$ cat config.mk
export PLATFORM = sky130hd
export DESIGN_NAME = char_lcd_number_formatter_top
export DESIGN_NICKNAME = d
export VERILOG_FILES = /design/src/sv/lcdnf_pkg.sv /design/src/sv/lcdnf_seq.sv /design/src/sv/lcdnf_dp.sv /design/src/sv/char_lcd_number_formatter_top.sv
export SDC_FILE = /design/constraint.sdc
export NUM_CORES = 1
export LEC_CHECK = 0
export ABC_AREA = 1
export BUFFER_PORTS_ARGS = -buffer_cell sky130_fd_sc_hd__buf_2
export CORE_MARGIN = 4
export CORE_UTILIZATION = 30
export CTS_CLUSTER_DIAMETER = 50
export DETAILED_ROUTE_END_ITERATION = 8
export PLACE_DENSITY = 0.45
export SLEW_MARGIN = 5
export SYNTH_ARGS = -nofsm -noshare
export SYNTH_HDL_FRONTEND = slang
export SYNTH_SLANG_ARGS = --single-unit
$ cat constraint.sdc
create_clock -name clk -period 4.6 [get_ports clk]
set_input_delay 0.23 -clock clk [delete_from_list [all_inputs] [get_ports clk]]
set_output_delay 0.23 -clock clk [all_outputs]
set_load 0.1 [all_outputs]
$ cat src/sv/lcdnf_pkg.sv
// lcdnf_pkg: shared types, step codes and the control store of the lcd number formatter
// depends on nothing; used by lcdnf_seq, lcdnf_dp and the top level
`timescale 1ns / 1ps

package lcdnf_pkg;

  localparam int MaxDigits = 16;
  localparam int CntW      = $clog2(MaxDigits + 1);

  // request modes
  localparam logic [2:0] ModeChar = 3'd0;
  localparam logic [2:0] ModeUdec = 3'd1;
  localparam logic [2:0] ModeSdec = 3'd2;
  localparam logic [2:0] ModeHex  = 3'd3;
  localparam logic [2:0] ModeBin  = 3'd4;

  // bus constants
  localparam logic [7:0] CmdSetAddr  = 8'h80;
  localparam logic [7:0] Line2Offset = 8'h40;
  localparam logic [7:0] ChZero      = 8'h30;
  localparam logic [7:0] ChUpperA    = 8'h41;
  localparam logic [7:0] ChPlus      = 8'h2B;
  localparam logic [7:0] ChMinus     = 8'h2D;

  typedef logic [3:0] step_t;

  localparam step_t StIdle    = 4'd0;
  localparam step_t StLine    = 4'd1;
  localparam step_t StCmd     = 4'd2;
  localparam step_t StModeChk = 4'd3;
  localparam step_t StChar    = 4'd4;
  localparam step_t StDecChk  = 4'd5;
  localparam step_t StDabble  = 4'd6;
  localparam step_t StSignChk = 4'd7;
  localparam step_t StSign    = 4'd8;
  localparam step_t StDigChk  = 4'd9;
  localparam step_t StDigit   = 4'd10;
  localparam step_t StFlush   = 4'd11;

  typedef enum logic [2:0] {
    EMIT_NONE, EMIT_CMD, EMIT_CHAR, EMIT_SIGN, EMIT_DIGIT
  } emit_t;

  typedef enum logic [2:0] {
    OP_NONE, OP_LOAD, OP_DABBLE, OP_NEXT_DIGIT, OP_FLUSH
  } op_t;

  typedef enum logic [3:0] {
    C_NEVER, C_ALWAYS, C_NOT_START, C_LINE_NONE, C_NOT_CHAR, C_NOT_DEC,
    C_BITS_MORE, C_NOT_SIGNED, C_NO_DIGITS, C_DIGITS_MORE
  } cond_t;

  typedef struct packed {
    emit_t emit;
    op_t   op;
    cond_t cond;
    step_t target;
  } ucode_t;

  typedef struct packed {
    logic start;
    logic line_none;
    logic not_char;
    logic not_dec;
    logic bits_more;
    logic not_signed;
    logic no_digits;
    logic digits_more;
  } flags_t;

  function automatic ucode_t ucode_rom(step_t pc);
    ucode_t uc;
    unique case (pc)
      StIdle:    uc = '{EMIT_NONE,  OP_LOAD,       C_NOT_START,   StIdle};
      StLine:    uc = '{EMIT_NONE,  OP_NONE,       C_LINE_NONE,   StModeChk};
      StCmd:     uc = '{EMIT_CMD,   OP_NONE,       C_NEVER,       StIdle};
      StModeChk: uc = '{EMIT_NONE,  OP_NONE,       C_NOT_CHAR,    StDecChk};
      StChar:    uc = '{EMIT_CHAR,  OP_NONE,       C_ALWAYS,      StFlush};
      StDecChk:  uc = '{EMIT_NONE,  OP_NONE,       C_NOT_DEC,     StDigChk};
      StDabble:  uc = '{EMIT_NONE,  OP_DABBLE,     C_BITS_MORE,   StDabble};
      StSignChk: uc = '{EMIT_NONE,  OP_NONE,       C_NOT_SIGNED,  StDigChk};
      StSign:    uc = '{EMIT_SIGN,  OP_NONE,       C_NEVER,       StIdle};
      StDigChk:  uc = '{EMIT_NONE,  OP_NONE,       C_NO_DIGITS,   StFlush};
      StDigit:   uc = '{EMIT_DIGIT, OP_NEXT_DIGIT, C_DIGITS_MORE, StDigit};
      StFlush:   uc = '{EMIT_NONE,  OP_FLUSH,      C_ALWAYS,      StIdle};
      default:   uc = '{EMIT_NONE,  OP_NONE,       C_ALWAYS,      StIdle};
    endcase
    return uc;
  endfunction

endpackage

$ cat src/sv/lcdnf_seq.sv
// lcdnf_seq: step counter, control store lookup and jump condition select
// depends on lcdnf_pkg
`timescale 1ns / 1ps

module lcdnf_seq (
  input  logic              clk,
  input  logic              rst,
  input  lcdnf_pkg::flags_t flags,
  output lcdnf_pkg::ucode_t uc,
  output logic              busy
);

  lcdnf_pkg::step_t pc;
  lcdnf_pkg::step_t pc_next;
  logic             take;

  assign uc   = lcdnf_pkg::ucode_rom(pc);
  assign busy = (pc != lcdnf_pkg::StIdle);

  always_comb begin
    unique case (uc.cond)
      lcdnf_pkg::C_NEVER:       take = 1'b0;
      lcdnf_pkg::C_ALWAYS:      take = 1'b1;
      lcdnf_pkg::C_NOT_START:   take = !flags.start;
      lcdnf_pkg::C_LINE_NONE:   take = flags.line_none;
      lcdnf_pkg::C_NOT_CHAR:    take = flags.not_char;
      lcdnf_pkg::C_NOT_DEC:     take = flags.not_dec;
      lcdnf_pkg::C_BITS_MORE:   take = flags.bits_more;
      lcdnf_pkg::C_NOT_SIGNED:  take = flags.not_signed;
      lcdnf_pkg::C_NO_DIGITS:   take = flags.no_digits;
      lcdnf_pkg::C_DIGITS_MORE: take = flags.digits_more;
      default:                  take = 1'b1;
    endcase
    pc_next = take ? uc.target : pc + 4'd1;
  end

  always_ff @(posedge clk) begin
    if (rst) begin
      pc <= lcdnf_pkg::StIdle;
    end else begin
      pc <= pc_next;
    end
  end

endmodule

$ cat src/sv/lcdnf_dp.sv
// lcdnf_dp: request registers, double-dabble converter, digit select and write buffer
// depends on lcdnf_pkg; driven by the control word from lcdnf_seq
`timescale 1ns / 1ps

module lcdnf_dp (
  input  logic              clk,
  input  logic              rst,
  input  logic              start,
  input  logic [2:0]        mode,
  input  logic [1:0]        line,
  input  logic [4:0]        column,
  input  logic [15:0]       number,
  input  logic [4:0]        digit_count,
  input  logic [7:0]        character,
  input  lcdnf_pkg::ucode_t uc,
  output lcdnf_pkg::flags_t flags,
  output logic              strobe,
  output logic              is_data,
  output logic [7:0]        bus_byte,
  output logic              last
);

  logic [2:0]                mode_r;
  logic [1:0]                line_r;
  logic [4:0]                column_r;
  logic [7:0]                char_r;
  logic [15:0]               value;
  logic                      neg;
  logic [lcdnf_pkg::CntW-1:0] cnt;
  logic [3:0]                bitcnt;
  logic [19:0]               bcd;

  logic       pend_valid;
  logic       pend_is_data;
  logic [7:0] pend_byte;

  logic [19:0]               bcd_adj;
  logic [lcdnf_pkg::CntW-1:0] cnt_m1;
  logic [3:0]                pos;
  logic [3:0]                dig;
  logic [7:0]                dig_char;
  logic [7:0]                addr;
  logic [7:0]                new_byte;
  logic                      new_is_data;
  logic                      emitting;

  assign flags.start       = start;
  assign flags.line_none   = (line_r != 2'd1) && (line_r != 2'd2);
  assign flags.not_char    = (mode_r != lcdnf_pkg::ModeChar);
  assign flags.not_dec     = (mode_r != lcdnf_pkg::ModeUdec) && (mode_r != lcdnf_pkg::ModeSdec);
  assign flags.bits_more   = (bitcnt != 4'd0);
  assign flags.not_signed  = (mode_r != lcdnf_pkg::ModeSdec);
  assign flags.no_digits   = (cnt == '0) || (mode_r > lcdnf_pkg::ModeBin);
  assign flags.digits_more = (cnt != lcdnf_pkg::CntW'(1));

  // add 3 to each bcd digit of five or more before the shift
  always_comb begin
    for (int k = 0; k < 5; k++) begin
      bcd_adj[4*k +: 4] = (bcd[4*k +: 4] >= 4'd5) ? bcd[4*k +: 4] + 4'd3 : bcd[4*k +: 4];
    end
  end

  assign cnt_m1 = cnt - lcdnf_pkg::CntW'(1);
  assign pos    = cnt_m1[3:0];

  always_comb begin
    dig = 4'd0;
    priority if (mode_r == lcdnf_pkg::ModeHex) begin
      if (pos < 4'd4) dig = value[{pos[1:0], 2'b00} +: 4];
    end else if (mode_r == lcdnf_pkg::ModeBin) begin
      dig = {3'b000, value[pos]};
    end else begin
      unique case (pos)
        4'd0:    dig = bcd[3:0];
        4'd1:    dig = bcd[7:4];
        4'd2:    dig = bcd[11:8];
        4'd3:    dig = bcd[15:12];
        4'd4:    dig = bcd[19:16];
        default: dig = 4'd0;
      endcase
    end
    dig_char = (dig < 4'd10) ? lcdnf_pkg::ChZero + {4'd0, dig}
                             : lcdnf_pkg::ChUpperA + {4'd0, dig} - 8'd10;
  end

  // column is one-based, so column 0 wraps round
  assign addr = {3'b000, column_r} + 8'hFF + ((line_r == 2'd2) ? lcdnf_pkg::Line2Offset : 8'h00);

  always_comb begin
    emitting    = 1'b1;
    new_is_data = 1'b1;
    new_byte    = dig_char;
    unique case (uc.emit)
      lcdnf_pkg::EMIT_NONE:  emitting = 1'b0;
      lcdnf_pkg::EMIT_CMD: begin
        new_is_data = 1'b0;
        new_byte    = lcdnf_pkg::CmdSetAddr | addr;
      end
      lcdnf_pkg::EMIT_CHAR:  new_byte = char_r;
      lcdnf_pkg::EMIT_SIGN:  new_byte = neg ? lcdnf_pkg::ChMinus : lcdnf_pkg::ChPlus;
      lcdnf_pkg::EMIT_DIGIT: new_byte = dig_char;
      default:               emitting = 1'b0;
    endcase
  end

  // request and converter registers
  always_ff @(posedge clk) begin
    unique case (uc.op)
      lcdnf_pkg::OP_LOAD: begin
        mode_r   <= mode;
        line_r   <= line;
        column_r <= column;
        char_r   <= character;
        neg      <= number[15];
        value    <= (mode == lcdnf_pkg::ModeSdec && number[15]) ? 16'd0 - number : number;
        cnt      <= (digit_count > lcdnf_pkg::CntW'(lcdnf_pkg::MaxDigits))
                    ? lcdnf_pkg::CntW'(lcdnf_pkg::MaxDigits) : digit_count[lcdnf_pkg::CntW-1:0];
        bitcnt   <= 4'd15;
        bcd      <= '0;
      end
      lcdnf_pkg::OP_DABBLE: begin
        bcd    <= {bcd_adj[18:0], value[15]};
        value  <= {value[14:0], 1'b0};
        bitcnt <= bitcnt - 4'd1;
      end
      lcdnf_pkg::OP_NEXT_DIGIT: cnt <= cnt_m1;
      default: ;
    endcase
  end

  // one write is held back so the final one can carry last
  always_ff @(posedge clk) begin
    if (rst) begin
      strobe     <= 1'b0;
      pend_valid <= 1'b0;
    end else begin
      strobe <= 1'b0;
      if (emitting) begin
        strobe       <= pend_valid;
        is_data      <= pend_is_data;
        bus_byte     <= pend_byte;
        last         <= 1'b0;
        pend_valid   <= 1'b1;
        pend_is_data <= new_is_data;
        pend_byte    <= new_byte;
      end else if (uc.op == lcdnf_pkg::OP_FLUSH) begin
        strobe     <= pend_valid;
        is_data    <= pend_is_data;
        bus_byte   <= pend_byte;
        last       <= 1'b1;
        pend_valid <= 1'b0;
      end
    end
  end

endmodule

$ cat src/sv/char_lcd_number_formatter_top.sv
// char_lcd_number_formatter_top: microcoded number formatter for a 2-line character lcd
// depends on lcdnf_pkg, lcdnf_seq and lcdnf_dp
//
//   channel  | direction | handshake       | payload
//   request  | in        | start / busy    | mode line column number digit_count character
//   write    | out       | strobe          | is_data bus_byte last
//
// a request is taken when start is high and busy low; busy then stays high until the
// final write has been placed on the outputs (cycle of that write has busy low)
// decimal requests run the 16-step double-dabble loop before their digits (signed
// decimal adds a sign step), and every digit in each numeric mode has one control step
// synchronous reset returns the step counter to idle and drops any held write
// each write shows for one cycle with strobe high; the receiver cannot stall
`timescale 1ns / 1ps

module char_lcd_number_formatter_top (
  input  logic        clk,
  input  logic        rst,
  input  logic        start,
  output logic        busy,
  input  logic [2:0]  mode,
  input  logic [1:0]  line,
  input  logic [4:0]  column,
  input  logic [15:0] number,
  input  logic [4:0]  digit_count,
  input  logic [7:0]  character,
  output logic        strobe,
  output logic        is_data,
  output logic [7:0]  bus_byte,
  output logic        last
);

  lcdnf_pkg::ucode_t uc;
  lcdnf_pkg::flags_t flags;

  lcdnf_seq u_seq (
    .clk   (clk),
    .rst   (rst),
    .flags (flags),
    .uc    (uc),
    .busy  (busy)
  );

  lcdnf_dp u_dp (
    .clk         (clk),
    .rst         (rst),
    .start       (start),
    .mode        (mode),
    .line        (line),
    .column      (column),
    .number      (number),
    .digit_count (digit_count),
    .character   (character),
    .uc          (uc),
    .flags       (flags),
    .strobe      (strobe),
    .is_data     (is_data),
    .bus_byte    (bus_byte),
    .last        (last)
  );

  // the final write of a request lands as the sequencer returns to idle
  a_last_at_idle: assert property (@(posedge clk) disable iff (rst)
    (strobe && last) |-> !busy)
    else $error("final write seen while sequencer still busy");

  a_mid_write_busy: assert property (@(posedge clk) disable iff (rst)
    (strobe && !last) |-> busy)
    else $error("non-final write seen with sequencer idle");

  a_transfer_busy: assert property (@(posedge clk) disable iff (rst)
    (start && !busy) |=> busy)
    else $error("request transfer did not start the sequencer");

endmodule

==> results of run 1 <==
cell families after synthesis:
group | synth area share
AO/OA/AOI/OAI | 0.107
flip-flops | 0.503
adder cells (fa/ha/maj) | 0.0609
AND/OR/NAND/NOR | 0.217
buffers and inverters | 0.0818
XOR/XNOR | 0.0302
state kept, by name (all words and copies together) (netlist names), 2 cells and up:
signal	cells
u_seq.uc	14
u_dp.pend_byte	8
u_dp.mode_r	3
u_dp.bus_byte	8
u_dp.bcd	20
u_dp.char_r	8
u_dp.cnt	5
u_dp.line_r	2
u_dp.bitcnt	4
u_dp.column_r	5
u_seq.pc	4
u_dp.value	16
synth_stat cells:
cell type / instances / area share
a21oi_1: 32 / 0.028
nor2_1: 42 / 0.027
nor4_1: 1 / 0.0011
a211oi_1: 3 / 0.0039
and3_1: 1 / 0.0011
nand4_1: 10 / 0.011
ha_1: 28 / 0.061
or2_0: 1 / 0.0011
edfxtp_1: 83 / 0.43
or2_2: 6 / 0.0065
o21a_1: 1 / 0.0013
dfxtp_1: 20 / 0.070
clkbuf_1: 6 / 0.0039
buf_2: 4 / 0.0035
o21ai_0: 59 / 0.051
nand2_4: 2 / 0.0039
o41ai_1: 1 / 0.0015
nand2_1: 125 / 0.082
a221oi_1: 3 / 0.0046
nand3b_1: 4 / 0.0052
nor2_2: 7 / 0.0076
nand3_1: 44 / 0.038
inv_2: 5 / 0.0033
xnor2_1: 3 / 0.0046
o31ai_1: 1 / 0.0013
nor3b_1: 2 / 0.0026
buf_6: 2 / 0.0039
a32oi_1: 1 / 0.0015
buf_4: 1 / 0.0013
xnor2_2: 1 / 0.0028
nor2_4: 2 / 0.0039
nor3_1: 19 / 0.017
inv_1: 101 / 0.066
o21ai_1: 5 / 0.0043
xor2_1: 15 / 0.023
nand2_2: 5 / 0.0054
nand3_2: 2 / 0.0035
a21boi_4: 1 / 0.0033
o211ai_1: 5 / 0.0065
per-stage QoR:
stage / power (mW) / cell area, sq um
3_5_place_dp: 3.86 / 6280
2_1_floorplan: 3.31 / 5750
5_1_grt: 5.00 / 6590
4_1_cts: 4.67 / 6590
6_report: 4.61 / 6590
3_3_place_gp: 3.82 / 6280
routing by layer:
layer	vias to the layer above	global-route usage
met5	-	0
met4	0	0.0447
met3	15	0.0242
met2	79	0.210
met1	2099	0.167
li1	2293	-
area by class of cell:
class                           instances  area [sq um]
Inverter                              106           398
Timing Repair Buffer                   57           295
Clock inverter                          7          77.6
Multi-Input combinational cell        432          2400
Sequential cell                       103          2890
Clock buffer                            9           225
Fill cell                            1965         12200
Tap cell                              234           293
worst reg2reg max path: cells and delay by family, from the launching register on:
family	cells	cell delay [ns]
buffers and inverters	3	0.34
adder cells (fa/ha/maj)	2	0.52
XOR/XNOR	1	0.52
AO/OA/AOI/OAI	1	0.14
flip-flops	1	0.70
AND/OR/NAND/NOR	10	0.83
where the power goes:
group	leakage, nW	internal [mW]	switching (mW)
sequential	0.951	1.52	0.256
clock	0.142	0.428	0.364
combinational	1.78	0.586	1.45
path summary, 6_finish.rpt:
kind                                         from                end  slack, ns  cells past startpoint
worst min register to register  u_dp.pend_byte[5]   u_dp.bus_byte[5]       0.42                      0
worst max-delay path                  u_dp.cnt[0]  u_dp.pend_byte[4]       1.31                     17
worst min-delay path                 character[5]     u_dp.char_r[5]       0.05                      1
worst max register to register        u_dp.cnt[0]  u_dp.pend_byte[4]       1.31                     17
==> qor.yml, run 1 <==
status: "finished, final reports clean"
core_area_sq_um: 18800
wl_met3_um: 485
p_per_area_nw_per_um2: 699
final_cell_mix: "125 x nand2_1, 101 x inv_1, 83 x edfxtp_1"
crit_type: "reg2reg"
met1_length_um: 6400
drv_cap: 0
crit_top_cell: "nand2_1"
hpwl_um: 10300
setup_viol: 0
post_cts_resized: 0
final_common_cell: "nand2_1"
htree_levels: 3
rsz0062_at_grt: "false"
worst_setup_path_start_kind: "register"
ys_ff_latch: 103
crit_arrival_ns: 3.41
die_x_um: 146
crit_buf_inv: 3
first_iter_violations: 249
diodes: 0
grt_max_degree: 41
syn2layout_area_growth_pct: 14.5
clk_pin_slew_ns: 0.07
place_inst: 932
setup_ws_ns: 1.31
hold_buffers: 0
cp_max_fo: 19
synth_area_sq_um: 5750
cp.required_ns: 4.72
fin_crit_sh: 0.714
start_util: 0.306
insertion_delay_ns: 0.35
ant_nets: 0
tightest_slew_ns: 0.782
final_core_util: 0.351
via_count: 4486
clock-sinks: 103
grt_overflow: 0
postCtsSetupBuffers: 0
grt_pass1_vias: 4508
grt_pass1_wl_um: 22100
ios: 54
fin_skew_ns: 0.00635
layoutNonFillerInstCount: 948
pre_cts_slack_ns: 1.36
synth_cells: 654
syn_area_per_cell_sq_um: 8.79
crit_path_max_incr_delay_ns: 0.70
routabilityCongestion: 0.865
route.met2.wl_um: 6340
drv_slew: 0
endpoint_kind: "register"
grt_usage: 0.127
relSlewSlack: 0.477
cts_tree: "built"
viasPerCell: 4.73
hp-class: "in2reg"
num_rows: 50
nets: 779
ys_warn_count: 0
numPortBuffers: 53
die_area_sq_um: 21500
die_y_um: 146
drc: 0
cts-root-buf: "clkbuf_16"
irDropWorstVdd_mv: 0.217
fmax_mhz: 304
slowest_stage: "edfxtp_1"
cts_made_buffers: 9
power.leakage_nw: 2.88
seq_area_frac_synth: 0.503
hold_violations: 0
cts_buffer_depth: 2
wl_per_cell_um: 14.2
crit_family: "simple AND/OR/NAND/NOR gates"
synthDistinctLibCells: 39
syn_nets: 724
setup_tns_ns: 0
crit_chain: "inv_2 > ha_1 > xnor2_2 > nand2_4 > nor2_2 > nand2_1 > nand2_1 > nor2_1 > nand2_1 > nand2_1 > nand2_1 > inv_1 > ha_1 > o21ai_1 > nand3_1 > nand2_1 > inv_1"
firstDrtPassIters: 5
antenna_found_initial: 0
drive_gt1_frac: 0.147
wl_um: 13500
post-route-min-period_ns: 3.29
top_layer: "met4"
fin_hold_ws_ns: 0.0475
No activity file was read; power rests on OpenSTA's default activity.
==> run 2, diff against run 1 <==
- clock period: 4.6 -> 3.28 ns (I/O delays scaled with it)
==> qor.yml, run 2 (synthesis results as in run 1) <==
status: "finished, final reports clean"  # unchanged
grt_pass1_wl_um: 22100  # unchanged
firstDrtPassIters: 4  # was 5
power.leakage_nw: 2.97  # was 2.88 nW
post-route-min-period_ns: 2.90  # was 3.29 ns
grt_max_degree: 36  # was 41
viasPerCell: 4.69  # was 4.73
cts-root-buf: "clkbuf_16"  # unchanged
drv_slew: 0  # unchanged
fin_hold_ws_ns: 0.0420  # was 0.0475 ns
drive_gt1_frac: 0.146  # was 0.147
relSlewSlack: 0.501  # was 0.477
ant_nets: 0  # unchanged
final_core_util: 0.362  # was 0.351
p_per_area_nw_per_um2: 951  # was 699 nW/um^2
grt_overflow: 0  # unchanged
slowest_stage: "xnor2_2"  # was edfxtp_1
crit_top_cell: "nand2_1"  # unchanged
antenna_found_initial: 0  # unchanged
first_iter_violations: 208  # was 249
crit_family: "simple AND/OR/NAND/NOR gates"  # unchanged
wl_per_cell_um: 13.8  # was 14.2 um
fin_skew_ns: 0.00485  # was 0.00635 ns
setup_tns_ns: 0  # unchanged
clk_pin_slew_ns: 0.07  # about the same
clock-sinks: 103  # unchanged
nets: 800  # was 779
core_area_sq_um: 18800  # unchanged
cp.required_ns: 3.39  # was 4.72 ns
cts_made_buffers: 9  # unchanged
worst_setup_path_start_kind: "register"  # unchanged
largest_reg_flops: 20  # unchanged
die_x_um: 146  # unchanged
cts_buffer_depth: 2  # unchanged
diodes: 0  # unchanged
setup_viol: 0  # unchanged
crit_path_max_incr_delay_ns: 0.53  # was 0.70 ns
die_y_um: 146  # unchanged
cp_max_fo: 14  # was 19
htree_levels: 3  # unchanged
grt_pass1_vias: 4532  # was 4508
p_total_mw: 6.46  # was 4.61 mW
numPortBuffers: 53  # unchanged
post_cts_resized: 0  # unchanged
ios: 54  # unchanged
routabilityCongestion: 0.835  # was 0.865
tightest_slew_ns: 0.746  # was 0.782 ns
crit_type: "reg2reg"  # unchanged
fmax_mhz: 345  # was 304 MHz
place_inst: 935  # was 932
cts_tree: "built"  # unchanged
crit_chain: "inv_2 > ha_1 > xnor2_2 > nand2_4 > nor2_2 > nand2_1 > nand2_1 > nor2_1 > nand2_1 > nand2_1 > nand2_1 > inv_1 > ha_1 > o21ai_1 > nand3_1 > nand2_1 > inv_1"  # unchanged
fin_crit_sh: 0.883  # was 0.714
via_count: 4546  # was 4486
irDropWorstVdd_mv: 0.404  # was 0.217 mV
num_rows: 50  # unchanged
wl_um: 13400  # was 13500 um
drc: 0  # unchanged
insertion_delay_ns: 0.35  # about the same
final_cell_mix: "125 x nand2_1, 101 x inv_1, 83 x edfxtp_1"  # unchanged
endpoint_kind: "register"  # unchanged
hp-class: "in2reg"  # unchanged
regMostFlops: "u_dp.bcd"  # unchanged
rsz0062_at_grt: "false"  # unchanged
grt_usage: 0.127  # about the same
drv_cap: 0  # unchanged
final_common_cell: "nand2_1"  # unchanged
hpwl_um: 10300  # about the same
crit_buf_inv: 3  # unchanged
crit_arrival_ns: 3.01  # was 3.41 ns
hold_violations: 0  # unchanged
syn2layout_area_growth_pct: 18.1  # was 14.5%
die_area_sq_um: 21500  # unchanged
postCtsSetupBuffers: 0  # unchanged
layoutNonFillerInstCount: 969  # was 948
start_util: 0.306  # unchanged
-- run 2: changes by cell type in the layout (fill, tap and decap cells not counted) --
cell,change
buf_12,+1
buf_4,+2
bufinv_16,-1
clkbuf_1,+1
clkbuf_16,+1
clkinv_4,+2
clkinvlp_4,-2
dlygate4sd3_1,+18
inv_8,-1
-- run 2: layout make-up --
type,instances,area [sq um]
fill,1915,12000
sequential,103,2890
multi-input combinational,432,2400
timing repair buffer,78,510
inverter,106,398
tap,234,293
clock buffer,11,254
clock inverter,5,38.8
-- run 2: worst register-to-register path, stage by stage, from the launching register on --
cell and delay [ns]:
edfxtp_1 0.43, inv_2 0.15, ha_1 0.27, xnor2_2 0.53, nand2_4 0.17, nor2_2 0.14, nand2_1 0.06, nand2_1 0.06
nor2_1 0.04, nand2_1 0.05, nand2_1 0.05, nand2_1 0.08, inv_1 0.06, ha_1 0.21, o21ai_1 0.15, nand3_1 0.10
nand2_1 0.08, inv_1 0.03
-- run 2: repair_timing --
action,4_1_cts,5_1_grt
hold buffers,16,2
setup endpoints to repair,0,0
endpoints found under the hold margin,16,2
-- run 2: per-stage QoR --
stage	cell area, sq um	setup slack (ns)
final	6790	0.383
after global routing	6790	0.0739
after CTS	6770	0.382
after detailed placement	6320	0.402
after global placement	6320	0.503
after floorplan	5750	0.258
-- run 2: routing by layer --
metal / routed length (um) / up-vias / GRT usage
li1: - / 2342 / -
met1: 6220 / 2119 / 0.160
met2: 6460 / 65 / 0.216
met3: 440 / 20 / 0.0242
met4: 281 / 0 / 0.0503
met5: 0 / - / 0
-- run 2: power breakdown --
part | switching [mW] | leakage [nW] | total (mW) | internal [mW]
logic | 2.05 | 1.88 | 2.92 | 0.874
clock network | 0.486 | 0.143 | 1.05 | 0.567
registers | 0.354 | 0.951 | 2.48 | 2.13
total | 2.89 | 2.97 | 6.46 | 3.57
-- run 2: worst paths after layout --
| check | startpoint | endpoint | slack, ns | depth (start not counted) |
|---|---|---|---|---|
| setup / recovery | u_dp.cnt[0] | u_dp.pend_byte[4] | 0.38 | 17 |
| hold / removal | rst | u_dp.pend_valid | 0.04 | 2 |
| setup reg to reg | u_dp.cnt[0] | u_dp.pend_byte[4] | 0.38 | 17 |
| hold reg to reg | u_dp.pend_byte[1] | u_dp.bus_byte[1] | 0.42 | 0 |
==> run 3, diff against run 2 <==
--- a/config.mk
+++ b/config.mk
@@ -13,2 +13,4 @@
 export DETAILED_ROUTE_END_ITERATION = 8
+export GPL_ROUTABILITY_DRIVEN = 0
+export MAX_ROUTING_LAYER = met4
 export PLACE_DENSITY = 0.45
--- a/constraint.sdc
+++ b/constraint.sdc
@@ -3,2 +3,2 @@
 set_output_delay 0.164 -clock clk [all_outputs]
-set_load 0.1 [all_outputs]
+set_load 0.02 [all_outputs]
==> qor.yml, run 3 (synthesis results as in run 1) <==
cp_max_fo: 14  # unchanged
nets: 800  # unchanged
reg2regPathDepth: 17  # unchanged
status: "finished, final reports clean"  # unchanged
relSlewSlack: 0.502  # was 0.501
p_total_mw: 6.23  # was 6.46 mW
fillers: 1915  # unchanged
pwr-share-seq: 0.398  # was 0.385
regMostFlops: "u_dp.bcd"  # unchanged
tightest_slew_ns: 0.744  # was 0.746 ns
final_core_util: 0.362  # unchanged
die_y_um: 146  # unchanged
hpwl_um: 10300  # unchanged
crit_arrival_ns: 3.01  # about the same
ios: 54  # unchanged
fin_crit_sh: 0.883  # about the same
die_area_sq_um: 21500  # unchanged
drc: 0  # unchanged
whs_path_depth: 2  # unchanged
grt_max_degree: 36  # unchanged
clk_pin_slew_ns: 0.07  # about the same
p_clk_frac: 0.169  # was 0.163
cp.required_ns: 3.39  # about the same
regArea_sq_um: 2890  # unchanged
crit_type: "reg2reg"  # unchanged
hold_end: "u_dp.pend_valid"  # unchanged
rsz0062_at_grt: "false"  # unchanged
final_common_cell: "nand2_1"  # unchanged
drive_gt1_frac: 0.146  # unchanged
place_inst: 935  # unchanged
slowest_stage: "xnor2_2"  # unchanged
crit_chain: "inv_2 > ha_1 > xnor2_2 > nand2_4 > nor2_2 > nand2_1 > nand2_1 > nor2_1 > nand2_1 > nand2_1 > nand2_1 > inv_1 > ha_1 > o21ai_1 > nand3_1 > nand2_1 > inv_1"  # unchanged
grt_pass1_vias: 4532  # unchanged
p_switching_mw: 2.66  # was 2.89 mW
grt_pass1_wl_um: 22100  # about the same
layoutNonFillerInstCount: 969  # unchanged
fin_skew_ns: 0.00518  # was 0.00485 ns
start_util: 0.306  # unchanged
holdCritStartpoint: "rst"  # unchanged
viasPerCell: 4.69  # about the same
hold_buffers: 16  # unchanged
crit_path_max_incr_delay_ns: 0.52  # was 0.53 ns
r2r_slack_ns: 0.38  # about the same
swShare: 0.427  # was 0.447
htree_levels: 3  # unchanged
p_per_area_nw_per_um2: 918  # was 951 nW/um^2
irDropWorstVdd_mv: 0.404  # about the same
first_iter_violations: 204  # was 208
post_cts_resized: 0  # unchanged
die_x_um: 146  # unchanged
wl_um: 13400  # about the same
ant_nets: 0  # unchanged
cts-root-buf: "clkbuf_16"  # unchanged
fmax_mhz: 345  # about the same
hp-class: "in2reg"  # unchanged
drv_cap: 0  # unchanged
p_comb_frac: 0.433  # was 0.452
endpoint_kind: "register"  # unchanged
r2r-end: "u_dp.pend_byte[4]"  # unchanged
fin_hold_ws_ns: 0.0411  # was 0.0420 ns
cts_tree: "built"  # unchanged
grt_overflow: 0  # unchanged
setup_tns_ns: 0  # unchanged
multi_input_area_sq_um: 2400  # unchanged
antenna_found_initial: 0  # unchanged
clock-sinks: 103  # unchanged
diodes: 0  # unchanged
grt_usage: 0.131  # was 0.127
r2r-start: "u_dp.cnt[0]"  # unchanged
power.leakage_nw: 2.97  # unchanged
p_int_mw: 3.57  # about the same
final_cell_mix: "125 x nand2_1, 101 x inv_1, 83 x edfxtp_1"  # unchanged
insertion_delay_ns: 0.35  # about the same
cts_made_buffers: 9  # unchanged
via_count: 4545  # was 4546
cts_buffer_depth: 2  # unchanged
numPortBuffers: 53  # unchanged
setup_viol: 0  # unchanged
core_area_sq_um: 18800  # unchanged
crit_top_cell: "nand2_1"  # unchanged
hold_violations: 0  # unchanged
syn2layout_area_growth_pct: 18.1  # unchanged
drv_slew: 0  # unchanged
post-route-min-period_ns: 2.90  # about the same
largest_reg_flops: 20  # unchanged
num_rows: 50  # unchanged
postCtsSetupBuffers: 0  # unchanged
wl_per_cell_um: 13.9  # was 13.8 um
worst_setup_path_start_kind: "register"  # unchanged
firstDrtPassIters: 4  # unchanged
-- run 3: cell type report --
| class | count | area share |
|---|---|---|
| clock inverter | 5 | 0.00571 |
| inverter | 106 | 0.0586 |
| tap | 234 | 0.0431 |
| clock buffer | 11 | 0.0374 |
| multi-input combinational | 432 | 0.354 |
| timing repair buffer | 78 | 0.0752 |
| sequential | 103 | 0.426 |
-- run 3: per-stage QoR --
step	worst slack, ns	instance area, sq um
final	0.384	6790
after global routing	0.0751	6790
after CTS	0.382	6770
after detailed placement	0.402	6320
after global placement	0.503	6320
after floorplan	0.258	5750
-- run 3: power groups by stage --
stage,sequential [mW],combinational [mW],clock [mW]
2_1_floorplan,2.43,1.98,0
3_3_place_gp,2.51,2.67,0
3_5_place_dp,2.51,2.71,0
4_1_cts,2.49,2.73,1.09
5_1_grt,2.55,3.09,1.15
6_report,2.48,2.70,1.05
-- run 3: critical path, delay by kind of cell, from the launching register on --
| kind | cells | cell delay (ns) |
|---|---|---|
| fa+ha+maj | 2 | 0.48 |
| xor+xnor | 1 | 0.52 |
| simple gates | 10 | 0.83 |
| buf+inv | 3 | 0.24 |
| compound gates | 1 | 0.15 |
| flops | 1 | 0.43 |
-- run 3: layer usage --
layer / wire length [um] / vias to the layer above / GRT usage
li1: - / 2344 / -
met1: 6250 / 2117 / 0.161
met3: 406 / 20 / 0.0233
met2: 6490 / 64 / 0.216
met5: 0 / - / -
met4: 281 / 0 / 0.0503
-- run 3: worst max path at each step --
stage,slack [ns],start,endpoint,cells past startpoint
floorplan,0.26,u_seq.uc[8],u_dp.bcd[0],4
detailed placement,0.40,u_dp.cnt[0],u_dp.pend_byte[4],17
global placement,0.50,u_dp.cnt[0],u_seq.uc[1],14
global route,0.08,u_dp.cnt[0],u_seq.uc[1],14
finish,0.38,u_dp.cnt[0],u_dp.pend_byte[4],17
CTS,0.38,u_dp.cnt[0],u_dp.pend_byte[4],17
